[src/rtl/gbfp_pkg.sv]
// ----------------------------------------------------------------------------
// gbfp_pkg
// Shared types and constants for the binary GNSS frame parser: sync bytes,
// parse phases, event codes and the result record.
// ----------------------------------------------------------------------------
package gbfp_pkg;

  localparam int unsigned MAX_PAYLOAD = 256;

  // Width of the payload byte counter, able to hold MAX_PAYLOAD itself
  localparam int unsigned CNT_W = $clog2(MAX_PAYLOAD + 1);
  localparam int unsigned MAXLEN_W = 9;
  localparam int unsigned LEN_W = 16;

  localparam logic [7:0] SYNC_FIRST  = 8'hB5;
  localparam logic [7:0] SYNC_SECOND = 8'h62;

  localparam logic [MAXLEN_W-1:0] MAXLEN_RESET = MAXLEN_W'(256);

  typedef enum logic [3:0] {
    PH_SYNC1   = 4'd0,
    PH_SYNC2   = 4'd1,
    PH_CLASS   = 4'd2,
    PH_ID      = 4'd3,
    PH_LEN_LO  = 4'd4,
    PH_LEN_HI  = 4'd5,
    PH_PAYLOAD = 4'd6,
    PH_CHECK_A = 4'd7,
    PH_CHECK_B = 4'd8
  } phase_e;

  typedef enum logic [2:0] {
    EV_NONE    = 3'd0,
    EV_PAYLOAD = 3'd1,
    EV_GOOD    = 3'd2,
    EV_BADSUM  = 3'd3,
    EV_REJECT  = 3'd4
  } event_e;

  typedef struct packed {
    event_e           event_res;
    logic [7:0]       msg_class;
    logic [7:0]       msg_id;
    logic [LEN_W-1:0] msg_length;
    logic [7:0]       payload_index;
    logic [7:0]       payload_byte;
  } result_t;

endpackage

[src/rtl/gbfp_core_top.sv]
// ----------------------------------------------------------------------------
// gnss_binary_frame_parser_core
// Byte-serial parser for binary GNSS frames with Fletcher-8 check.
// ----------------------------------------------------------------------------
// Takes one received byte per beat and returns exactly one result beat for
// each. A byte is registered on entry, parsed by the frame state machine
// once the output register is free or draining, and its result is
// registered on the output. With the output taken every cycle one byte is
// accepted per cycle. The input register lets one more byte in while a
// result waits on a stalled output. max_length is written through the
// config channel, which is always ready, and must only be changed while
// no byte is in flight.
module gnss_binary_frame_parser_core (
  input  logic                          clk_i,
  input  logic                          rst_ni,
  input  logic                          cfg_valid_i,
  output logic                          cfg_ready_o,
  input  logic [gbfp_pkg::MAXLEN_W-1:0] cfg_data_i,
  input  logic                          in_valid_i,
  output logic                          in_ready_o,
  input  logic [7:0]                    data_byte_i,
  input  logic                          resync_i,
  output logic                          out_valid_o,
  input  logic                          out_ready_i,
  output logic [2:0]                    event_res_o,
  output logic [7:0]                    msg_class_o,
  output logic [7:0]                    msg_id_o,
  output logic [gbfp_pkg::LEN_W-1:0]    msg_length_o,
  output logic [7:0]                    payload_index_o,
  output logic [7:0]                    payload_byte_o
);

  logic [gbfp_pkg::MAXLEN_W-1:0] max_length_q;
  logic                          st_valid;
  logic [7:0]                    st_byte;
  logic                          st_resync;
  logic                          fire;
  gbfp_pkg::result_t             res;
  gbfp_pkg::result_t             out_q;
  logic                          out_valid_q;

  assign cfg_ready_o = 1'b1;

  always_ff @(posedge clk_i or negedge rst_ni) begin
    if (!rst_ni) begin
      max_length_q <= gbfp_pkg::MAXLEN_RESET;
    end else if (cfg_valid_i) begin
      max_length_q <= cfg_data_i;
    end
  end

  // Advance when a byte is held and the output register is free or draining
  assign fire = st_valid && (!out_valid_q || out_ready_i);

  gbfp_in_reg u_in_reg (
    .clk_i       (clk_i),
    .rst_ni      (rst_ni),
    .valid_i     (in_valid_i),
    .ready_o     (in_ready_o),
    .data_byte_i (data_byte_i),
    .resync_i    (resync_i),
    .take_i      (fire),
    .valid_o     (st_valid),
    .data_byte_o (st_byte),
    .resync_o    (st_resync)
  );

  gbfp_step u_step (
    .clk_i        (clk_i),
    .rst_ni       (rst_ni),
    .step_i       (fire),
    .data_byte_i  (st_byte),
    .resync_i     (st_resync),
    .max_length_i (max_length_q),
    .res_o        (res)
  );

  always_ff @(posedge clk_i or negedge rst_ni) begin
    if (!rst_ni) begin
      out_valid_q <= 1'b0;
    end else if (fire) begin
      out_valid_q <= 1'b1;
    end else if (out_ready_i) begin
      out_valid_q <= 1'b0;
    end
  end

  always_ff @(posedge clk_i) begin
    if (fire) begin
      out_q <= res;
    end
  end

  assign out_valid_o     = out_valid_q;
  assign event_res_o     = out_q.event_res;
  assign msg_class_o     = out_q.msg_class;
  assign msg_id_o        = out_q.msg_id;
  assign msg_length_o    = out_q.msg_length;
  assign payload_index_o = out_q.payload_index;
  assign payload_byte_o  = out_q.payload_byte;

endmodule

[src/rtl/gbfp_in_reg.sv]
// ----------------------------------------------------------------------------
// gbfp_in_reg
// Input register: captures one received beat and holds it until the parse
// stage takes it.
// ----------------------------------------------------------------------------
module gbfp_in_reg (
  input  logic       clk_i,
  input  logic       rst_ni,
  input  logic       valid_i,
  output logic       ready_o,
  input  logic [7:0] data_byte_i,
  input  logic       resync_i,
  input  logic       take_i,
  output logic       valid_o,
  output logic [7:0] data_byte_o,
  output logic       resync_o
);

  logic       valid_q;
  logic [7:0] data_q;
  logic       resync_q;

  // Free when empty, or when the held beat leaves in this cycle
  assign ready_o = !valid_q || take_i;

  always_ff @(posedge clk_i or negedge rst_ni) begin
    if (!rst_ni) begin
      valid_q <= 1'b0;
    end else if (ready_o) begin
      valid_q <= valid_i;
    end
  end

  always_ff @(posedge clk_i) begin
    if (ready_o && valid_i) begin
      data_q   <= data_byte_i;
      resync_q <= resync_i;
    end
  end

  assign valid_o     = valid_q;
  assign data_byte_o = data_q;
  assign resync_o    = resync_q;

endmodule

[src/rtl/gbfp_step.sv]
// ----------------------------------------------------------------------------
// gbfp_step
// Frame parse state machine: sync hunt, header capture, Fletcher-8 sums,
// payload streaming, length limit check and checksum verdict. One byte per step.
// ----------------------------------------------------------------------------
module gbfp_step (
  input  logic                           clk_i,
  input  logic                           rst_ni,
  input  logic                           step_i,
  input  logic [7:0]                     data_byte_i,
  input  logic                           resync_i,
  input  logic [gbfp_pkg::MAXLEN_W-1:0]  max_length_i,
  output gbfp_pkg::result_t              res_o
);

  gbfp_pkg::phase_e                phase_q, phase_d;
  logic [7:0]                      sum_a_q, sum_a_d;
  logic [7:0]                      sum_b_q, sum_b_d;
  logic [7:0]                      class_q, class_d;
  logic [7:0]                      id_q, id_d;
  logic [gbfp_pkg::LEN_W-1:0]      length_q, length_d;
  logic [gbfp_pkg::CNT_W-1:0]      count_q, count_d;

  logic [7:0]                      sa_add, sb_add;
  logic [gbfp_pkg::LEN_W-1:0]      limit, new_len;
  logic [gbfp_pkg::CNT_W-1:0]      count_inc;
  gbfp_pkg::event_e                ev;
  logic [7:0]                      idx, pb;

  assign sa_add    = sum_a_q + data_byte_i;
  assign sb_add    = sum_b_q + sa_add;
  assign new_len   = {data_byte_i, length_q[7:0]};
  assign count_inc = count_q + gbfp_pkg::CNT_W'(1);

  // Effective limit is the smaller of the register and the hard ceiling
  assign limit = (gbfp_pkg::LEN_W'(max_length_i) > gbfp_pkg::LEN_W'(gbfp_pkg::MAX_PAYLOAD))
               ? gbfp_pkg::LEN_W'(gbfp_pkg::MAX_PAYLOAD)
               : gbfp_pkg::LEN_W'(max_length_i);

  always_ff @(posedge clk_i or negedge rst_ni) begin
    if (!rst_ni) begin
      phase_q  <= gbfp_pkg::PH_SYNC1;
      sum_a_q  <= '0;
      sum_b_q  <= '0;
      class_q  <= '0;
      id_q     <= '0;
      length_q <= '0;
      count_q  <= '0;
    end else if (step_i) begin
      phase_q  <= phase_d;
      sum_a_q  <= sum_a_d;
      sum_b_q  <= sum_b_d;
      class_q  <= class_d;
      id_q     <= id_d;
      length_q <= length_d;
      count_q  <= count_d;
    end
  end

  always_comb begin
    phase_d  = phase_q;
    sum_a_d  = sum_a_q;
    sum_b_d  = sum_b_q;
    class_d  = class_q;
    id_d     = id_q;
    length_d = length_q;
    count_d  = count_q;
    ev       = gbfp_pkg::EV_NONE;
    idx      = '0;
    pb       = '0;
    if (resync_i) begin
      phase_d = gbfp_pkg::PH_SYNC1;
    end else begin
      unique case (phase_q)
        gbfp_pkg::PH_SYNC2: begin
          phase_d = (data_byte_i == gbfp_pkg::SYNC_SECOND) ? gbfp_pkg::PH_CLASS
                                                            : gbfp_pkg::PH_SYNC1;
        end
        gbfp_pkg::PH_CLASS: begin
          // Sums restart here: both take the class byte alone
          class_d = data_byte_i;
          sum_a_d = data_byte_i;
          sum_b_d = data_byte_i;
          phase_d = gbfp_pkg::PH_ID;
        end
        gbfp_pkg::PH_ID: begin
          id_d    = data_byte_i;
          sum_a_d = sa_add;
          sum_b_d = sb_add;
          phase_d = gbfp_pkg::PH_LEN_LO;
        end
        gbfp_pkg::PH_LEN_LO: begin
          length_d = gbfp_pkg::LEN_W'(data_byte_i);
          sum_a_d  = sa_add;
          sum_b_d  = sb_add;
          phase_d  = gbfp_pkg::PH_LEN_HI;
        end
        gbfp_pkg::PH_LEN_HI: begin
          length_d = new_len;
          sum_a_d  = sa_add;
          sum_b_d  = sb_add;
          if (new_len > limit) begin
            ev      = gbfp_pkg::EV_REJECT;
            phase_d = gbfp_pkg::PH_SYNC1;
          end else begin
            count_d = '0;
            phase_d = (new_len == '0) ? gbfp_pkg::PH_CHECK_A : gbfp_pkg::PH_PAYLOAD;
          end
        end
        gbfp_pkg::PH_PAYLOAD: begin
          sum_a_d = sa_add;
          sum_b_d = sb_add;
          ev      = gbfp_pkg::EV_PAYLOAD;
          idx     = count_q[7:0];
          pb      = data_byte_i;
          count_d = count_inc;
          if (gbfp_pkg::LEN_W'(count_inc) >= length_q) begin
            phase_d = gbfp_pkg::PH_CHECK_A;
          end
        end
        gbfp_pkg::PH_CHECK_A: begin
          if (data_byte_i == sum_a_q) begin
            phase_d = gbfp_pkg::PH_CHECK_B;
          end else begin
            ev      = gbfp_pkg::EV_BADSUM;
            phase_d = gbfp_pkg::PH_SYNC1;
          end
        end
        gbfp_pkg::PH_CHECK_B: begin
          ev      = (data_byte_i == sum_b_q) ? gbfp_pkg::EV_GOOD : gbfp_pkg::EV_BADSUM;
          phase_d = gbfp_pkg::PH_SYNC1;
        end
        default: begin
          // Hunt for the first sync byte; stray codes land here too
          phase_d = (data_byte_i == gbfp_pkg::SYNC_FIRST) ? gbfp_pkg::PH_SYNC2
                                                           : gbfp_pkg::PH_SYNC1;
        end
      endcase
    end
  end

  always_comb begin
    res_o.event_res     = ev;
    res_o.msg_class     = class_d;
    res_o.msg_id        = id_d;
    res_o.msg_length    = length_d;
    res_o.payload_index = idx;
    res_o.payload_byte  = pb;
  end

endmodule
[config.mk]
export PLATFORM = sky130hd
export DESIGN_NAME = gnss_binary_frame_parser_core
export DESIGN_NICKNAME = d
export VERILOG_FILES = /design/src/rtl/gbfp_pkg.sv /design/src/rtl/gbfp_core_top.sv /design/src/rtl/gbfp_in_reg.sv /design/src/rtl/gbfp_step.sv
export SDC_FILE = /design/constraint.sdc
export NUM_CORES = 1
export LEC_CHECK = 0
export BUFFER_PORTS_ARGS = -buffer_cell sky130_fd_sc_hd__buf_2
export CELL_PAD_IN_SITES_DETAIL_PLACEMENT = 1
export CELL_PAD_IN_SITES_GLOBAL_PLACEMENT = 1
export CORE_ASPECT_RATIO = 1.2
export CORE_MARGIN = 2
export CORE_UTILIZATION = 30
export DETAILED_ROUTE_END_ITERATION = 10
export PLACE_DENSITY = 0.56
export SETUP_SLACK_MARGIN = 0.5
export SLEW_MARGIN = 20
export SYNTH_ARGS = -nofsm -noshare
export SYNTH_HDL_FRONTEND = slang
export SYNTH_SLANG_ARGS = --single-unit
[constraint.sdc]
create_clock -name clk_i -period 3.85 [get_ports clk_i]
set_input_delay 0.1925 -clock clk_i [delete_from_list [all_inputs] [get_ports clk_i]]
set_output_delay 0.1925 -clock clk_i [all_outputs]
set_load 0.01 [all_outputs]
==> results.sh, run 1 <==
export IMPL_synth_warnings=0
export IMPL_grtUsageMet2_pct=30.6
export IMPL_clkSinkCount=132
export IMPL_grt_pass1_wl_um=30300
export IMPL_fin_cells=1010
export IMPL_cap_violations=0
export IMPL_skew_ns=0.00765
export IMPL_slew_headroom_pct=35.6
export IMPL_fin_util_pct=36.8
export IMPL_syn_avg_cell_area_um2=11.0
export IMPL_wl_per_cell_um=18.6
export IMPL_critPathKind="flip-flop to flip-flop"
export IMPL_insertion_delay_ns=0.42
export IMPL_cp_num_buf_inv=1
export IMPL_nFillCells=2492
export IMPL_antenna_found_initial=0
export IMPL_overflow=0
export IMPL_drtIter0Drc=244
export IMPL_critical_path_top_delay_family="adder cells"
export IMPL_hold_slack_ns=0.0110
export IMPL_cp_arrival_ns=3.41
export IMPL_routed_wirelength_um=18800
export IMPL_rsz0062_at_grt="false"
export IMPL_peakVddDrop_mv=0.288
export IMPL_rows=60
export IMPL_n_antenna_cell=0
export IMPL_outcome="completed"
export IMPL_slowest_delay_ns=0.50
export IMPL_synth_ff_type="dfrtp_1"
export IMPL_first_pass_iters=4
export IMPL_clk_path_buf_depth=2
export IMPL_drc=0
export IMPL_use_met3_pct=3.08
export IMPL_dp_cells=963
export IMPL_cpMostUsedCell="ha_1"
export IMPL_worst_pin_slew_ns=0.966
export IMPL_cts_tree="built"
export IMPL_ys_top_cells_by_area="edfxtp_1, dfrtp_1, nand2_1"
export IMPL_leakagePower_nw=3.68
export IMPL_root_buffer="clkbuf_16"
export IMPL_max_freq_ghz=0.322
export IMPL_netlist_area_leader_share_pct=26.3
export IMPL_worst_path_max_delay_cell="or4_4"
export IMPL_cts_max_level=4
export IMPL_dp_hpwl_um=13000
export IMPL_yosys_cell_types_count=74
export IMPL_finalSetupTns_ns=0
export IMPL_slew_viol_final=0
export IMPL_hold_viol=0
export IMPL_start_kind="flip-flop"
export IMPL_ys_seq_area_share_pct=52.7
export IMPL_register_area_um2=3600
export IMPL_synthArstFlopShare_pct=54.5
export IMPL_nets=776
export IMPL_dieArea_um2=24000
export IMPL_syn_instance_count=625
export IMPL_syn_cell_area_um2=6840
export IMPL_cts_buffers=17
export IMPL_multi_input_area_um2=3020
export IMPL_synth_edff_count=60
export IMPL_clkSlewWorstSetupHoldPaths_ns=0.06
export IMPL_hold_class="primary input to flip-flop"
export IMPL_cp_max_fo=2
export IMPL_dp_slack_ns=0.590
export IMPL_vias=5043
export IMPL_synth_top_cell_by_area="edfxtp_1"
export IMPL_setup_viol=0
export IMPL_syn2layout_area_growth_pct=20.8
export IMPL_period_minus_slack_ns=3.11
export IMPL_crit_path_end_kind="flip-flop"
export IMPL_gp_congestion=0.826
export IMPL_fp_dieW_um=142
export IMPL_core_area_um2=22400
export IMPL_grtUsageMet1_pct=19.5
export IMPL_avgViaCountPerCell=4.99
export IMPL_grt_pass1_vias=5552
export IMPL_syn_num_nets=683
export IMPL_io_pins=77
export IMPL_initial_core_util_pct=30.5
export IMPL_fin_crit_sh_pct=80.7
export IMPL_worstPathCellList="ha_1 -> fa_1 -> a21o_1 -> a21oi_2 -> xnor2_1 -> ha_1 -> inv_1 -> nor2_1 -> a2111oi_2 -> or4_4 -> a21oi_1 -> nor3b_2"
export IMPL_layout_drive_gt1_share_pct=23.8
export IMPL_die_y_um=169
export IMPL_grt_busiest_layer="met2"
export IMPL_io_buffers=75
export IMPL_power_density_nw_per_um2=462
export IMPL_grt_max_degree=94
export IMPL_synth_seq_cells=132
export IMPL_cp_required_ns=4.16
export IMPL_drt_antenna_violating_nets=0
export IMPL_grt_util_all_layers_pct=16.7
export IMPL_fin_ws_ns=0.744
==> path summary, 6_finish.rpt <==
kind	cells after the start	end	from	slack (ns)
min in group asynchronous	2	u_step.id_q[0]	rst_ni	0.38
max in group asynchronous	4	max_length_q[8]	rst_ni	2.18
min	2	max_length_q[3]	cfg_data_i[3]	0.01
max reg2reg	12	u_step.sum_b_q[7]	u_in_reg.data_byte_o[0]	0.74
min reg2reg	2	u_step.class_q[7]	u_step.class_q[7]	0.48
max	12	u_step.sum_b_q[7]	u_in_reg.data_byte_o[0]	0.74
==> layout by cell type, fill, tap and decap left out, drive strengths merged, types with 12 or more instances in the layout <==
cell	synthesis	routed
o21ai	37	37
inv	20	19
mux2	33	33
nor2	12	12
clkbuf	10	25
edfxtp	60	60
and2	14	14
buf	19	88
xor2	15	15
nand2	124	124
dlygate4sd3	0	15
ha	33	33
nand3	18	18
a21oi	32	32
dfrtp	71	71
==> what timing repair did <==
item	in CTS	in global routing
buffers inserted	0	0
resized for setup	0	3
endpoints found under the setup margin	0	1
hold endpoints to repair	40	2
hold buffers	13	2
==> cell families (layout without fill, tap and decap cells) <==
| group | count (synthesis) | after routing | synth area share [%] |
|---|---|---|---|
| buf+inv | 50 | 156 | 3.42 |
| mux | 34 | 34 | 6.01 |
| simple gates | 234 | 234 | 17.3 |
| xor+xnor | 26 | 26 | 3.33 |
| fa+ha+maj | 35 | 35 | 6.62 |
| other cells | 1 | 1 | 0.0548 |
| compound gates | 113 | 113 | 10.6 |
| flops | 132 | 132 | 52.7 |
==> flip-flops by register name, summed over array words and instances (netlist names) <==
| signal | cells |
|---|---|
| u_step.sum_b_q | 8 |
| payload_index_o | 8 |
| u_in_reg.data_byte_o | 8 |
| msg_id_o | 8 |
| u_in_reg.resync_o | 1 |
| msg_length_o | 16 |
| u_step.phase_q | 4 |
| u_step.count_q | 9 |
| event_res_o | 3 |
| u_step.class_q | 8 |
| msg_class_o | 8 |
| u_step.length_q | 16 |
| u_in_reg.valid_o | 1 |
| max_length_q | 9 |
| out_valid_o | 1 |
| u_step.sum_a_q | 8 |
| u_step.id_q | 8 |
| payload_byte_o | 8 |
==> power by group <==
group          leakage, nW  total [mW]  internal (mW)  switching, mW
registers             1.54        1.64           1.58         0.0630
clock network        0.283        1.65           1.03          0.619
logic                 1.85       0.527          0.217          0.311
total                 3.68        3.82           2.83          0.993
==> per-stage QoR <==
stage / total power, mW / area (um2)
2_1_floorplan: 1.99 / 6840
3_3_place_gp: 2.17 / 7510
3_5_place_dp: 2.20 / 7510
4_1_cts: 3.86 / 8240
5_1_grt: 4.00 / 8270
6_report: 3.82 / 8270
==> layer usage <==
metal / vias up / part of all wire [%]
met2: 74 / 54
met5: - / 0
li1: 2407 / -
met3: 24 / 2.2
met1: 2538 / 42
met4: 0 / 1.9
==> synthesized netlist by cell type (all sizes together), types with 6 or more instances <==
master,instances
a21oi,32
a22o,8
and2,14
buf,19
clkbuf,10
dfrtp,71
edfxtp,60
ha,33
inv,20
mux2,33
nand2,124
nand2b,8
nand3,18
nor2,12
nor2b,9
nor3,11
nor4,10
o21ai,37
or2,6
xnor2,11
xor2,15
==> cell type report <==
type / count / share of cell area (%)
Sequential cell: 132 / 43.6
Multi-Input combinational cell: 443 / 36.5
Timing Repair Buffer: 103 / 7.58
Clock buffer: 25 / 6.01
Tap cell: 279 / 4.22
Clock inverter: 7 / 1.18
Inverter: 21 / 0.968
Note: power is estimated with default switching activity, not from simulation.
==> run 2: changes to the inputs <==
Clock period 3.85 ns to 3 ns, I/O delays scaled along.
==> results.sh, run 2 (synthesis gave the netlist of run 1 again) <==
export IMPL_io_pins=77
export IMPL_fin_crit_sh_pct=98.6
export IMPL_crit_path_end_kind="flip-flop"
export IMPL_dp_hpwl_um=12900
export IMPL_dieArea_um2=24000
export IMPL_die_y_um=169
export IMPL_slew_headroom_pct=40.8
export IMPL_leakagePower_nw=3.86
export IMPL_hold_viol=0
export IMPL_grt_pass1_wl_um=30400
export IMPL_grt_max_degree=49
export IMPL_drtIter0Drc=265
export IMPL_cts_tree="built"
export IMPL_rows=60
export IMPL_cap_violations=0
export IMPL_gp_congestion=0.786
export IMPL_p_clk_share_pct=42.1
export IMPL_antenna_found_initial=0
export IMPL_max_freq_ghz=0.338
export IMPL_power_density_nw_per_um2=567
export IMPL_insertion_delay_ns=0.43
export IMPL_fin_ws_ns=0.0422
export IMPL_combinationalPowerShare_pct=15.4
export IMPL_final_common_cell="nand2_1"
export IMPL_p_total_mw=4.96
export IMPL_p_sw_share_pct=27.7
export IMPL_critical_path_top_delay_family="simple AND/OR/NAND/NOR gates"
export IMPL_cp_arrival_ns=3.31
export IMPL_cts_buffers=17
export IMPL_grt_pass1_vias=5658
export IMPL_slew_viol_final=0
export IMPL_overflow=0
export IMPL_layout_drive_gt1_share_pct=31.2
export IMPL_rsz0062_at_grt="true"
export IMPL_critPathKind="flip-flop to flip-flop"
export IMPL_hold_class="primary input to flip-flop"
export IMPL_slowest_delay_ns=0.51
export IMPL_worst_path_max_delay_cell="or4_4"
export IMPL_core_area_um2=22400
export IMPL_drc=0
export IMPL_root_buffer="clkbuf_16"
export IMPL_avgViaCountPerCell=4.99
export IMPL_wl_per_cell_um=18.3
export IMPL_nets=807
export IMPL_outcome="completed"
export IMPL_clk_path_buf_depth=2
export IMPL_clkSlewWorstSetupHoldPaths_ns=0.06
export IMPL_skew_ns=0.00690
export IMPL_routed_wirelength_um=19100
export IMPL_sequentialPowerShare_pct=42.5
export IMPL_start_kind="flip-flop"
export IMPL_setup_viol=0
export IMPL_peakVddDrop_mv=0.411
export IMPL_power_internal_mw=3.59
export IMPL_worst_pin_slew_ns=0.879
export IMPL_period_minus_slack_ns=2.96
export IMPL_syn2layout_area_growth_pct=27.7
export IMPL_final_cell_mix="nand2_1, buf_2, dfrtp_1, edfxtp_1, buf_4"
export IMPL_cts_max_level=4
export IMPL_dp_slack_ns=0.0917
export IMPL_fp_dieW_um=142
export IMPL_initial_core_util_pct=30.5
export IMPL_p_switching_mw=1.37
export IMPL_cp_required_ns=3.35
export IMPL_n_antenna_cell=0
export IMPL_cp_num_buf_inv=2
export IMPL_first_pass_iters=4
export IMPL_clkSinkCount=132
export IMPL_cp_max_fo=2
export IMPL_grt_util_all_layers_pct=16.6
export IMPL_nFillCells=2465
export IMPL_worstPathCellList="ha_4 -> fa_2 -> a21o_1 -> a21oi_2 -> buf_4 -> xnor2_2 -> ha_1 -> inv_2 -> nor2_4 -> a2111oi_4 -> or4_4 -> nand4b_1 -> nor3b_2"
export IMPL_io_buffers=75
export IMPL_vias=5192
export IMPL_drt_antenna_violating_nets=0
## run 2: power by group through the flow
| stage | Clock [mW] | Combinational (mW) | Sequential (mW) |
|---|---|---|---|
| finish | 2.09 | 0.764 | 2.11 |
| CTS | 2.15 | 0.731 | 2.11 |
| global route | 2.22 | 0.849 | 2.12 |
| detailed placement | 0 | 0.682 | 2.14 |
| global placement | 0 | 0.660 | 2.14 |
| floorplan | 0 | 0.403 | 2.15 |
## run 2: timing repair
item	4_1_cts	5_1_grt
setup buffers	10	8
hold buffers	20	0
pin swaps	16	27
resized for setup	19	29
endpoints found under the setup margin	17	24
gates cloned	0	0
endpoints found under the hold margin	90	0
## run 2: per-layer routing
| layer | GRT usage (%) | up-vias | part of all wire (%) | routed length (um) |
|---|---|---|---|---|
| met5 | 0 | - | 0 | 0 |
| met4 | 6.43 | 0 | 2.1 | 394 |
| met3 | 3.47 | 26 | 2.5 | 485 |
| met2 | 30.3 | 77 | 54 | 10200 |
| met1 | 18.9 | 2624 | 42 | 7950 |
| li1 | - | 2465 | - | - |
## run 2: stage by stage
step | hold WS, ns | cells | TNS [ns] | area (um2) | util [%]
3_5_place_dp | -0.0265 | 971 | 0 | 7590 | 33.8
5_1_grt | 0.0342 | 1041 | -0.0987 | 8740 | 38.9
3_3_place_gp | -0.0266 | 971 | 0 | 7590 | 33.8
6_report | 0.0288 | 1041 | 0 | 8740 | 38.9
4_1_cts | 0.00524 | 1033 | 0 | 8530 | 38.0
2_1_floorplan | -0.146 | 625 | 0 | 6870 | -
## run 2: final cells by class
type                            count  area, um2  area share (%)
Clock inverter                     14        151            1.73
Clock buffer                       18        429            4.91
Sequential cell                   132       3600            41.3
Timing Repair Buffer              134        880            10.1
Tap cell                          279        349            4.00
Multi-Input combinational cell    443       3240            37.1
Inverter                           21       82.6           0.945
## run 2: final timing paths
| kind | depth (start not counted) | start | end | slack [ns] |
|---|---|---|---|---|
| setup / recovery | 13 | u_in_reg.data_byte_o[0] | u_step.sum_b_q[7] | 0.04 |
| hold / removal | 3 | out_ready_i | u_in_reg.valid_o | 0.03 |
| setup reg to reg | 13 | u_in_reg.data_byte_o[0] | u_step.sum_b_q[7] | 0.04 |
| hold reg to reg | 2 | u_step.class_q[4] | u_step.class_q[4] | 0.47 |
| max in group asynchronous | 3 | rst_ni | max_length_q[8] | 2.20 |
| min in group asynchronous | 2 | rst_ni | u_step.class_q[6] | 0.06 |
## run 2: worst reg2reg max path, delay by kind of cell, from the launching register on
family / cells / cell delay (ns)
simple gates: 4 / 0.89
fa+ha+maj: 3 / 0.86
flops: 1 / 0.44
compound gates: 3 / 0.42
buf+inv: 2 / 0.19
xor+xnor: 1 / 0.08
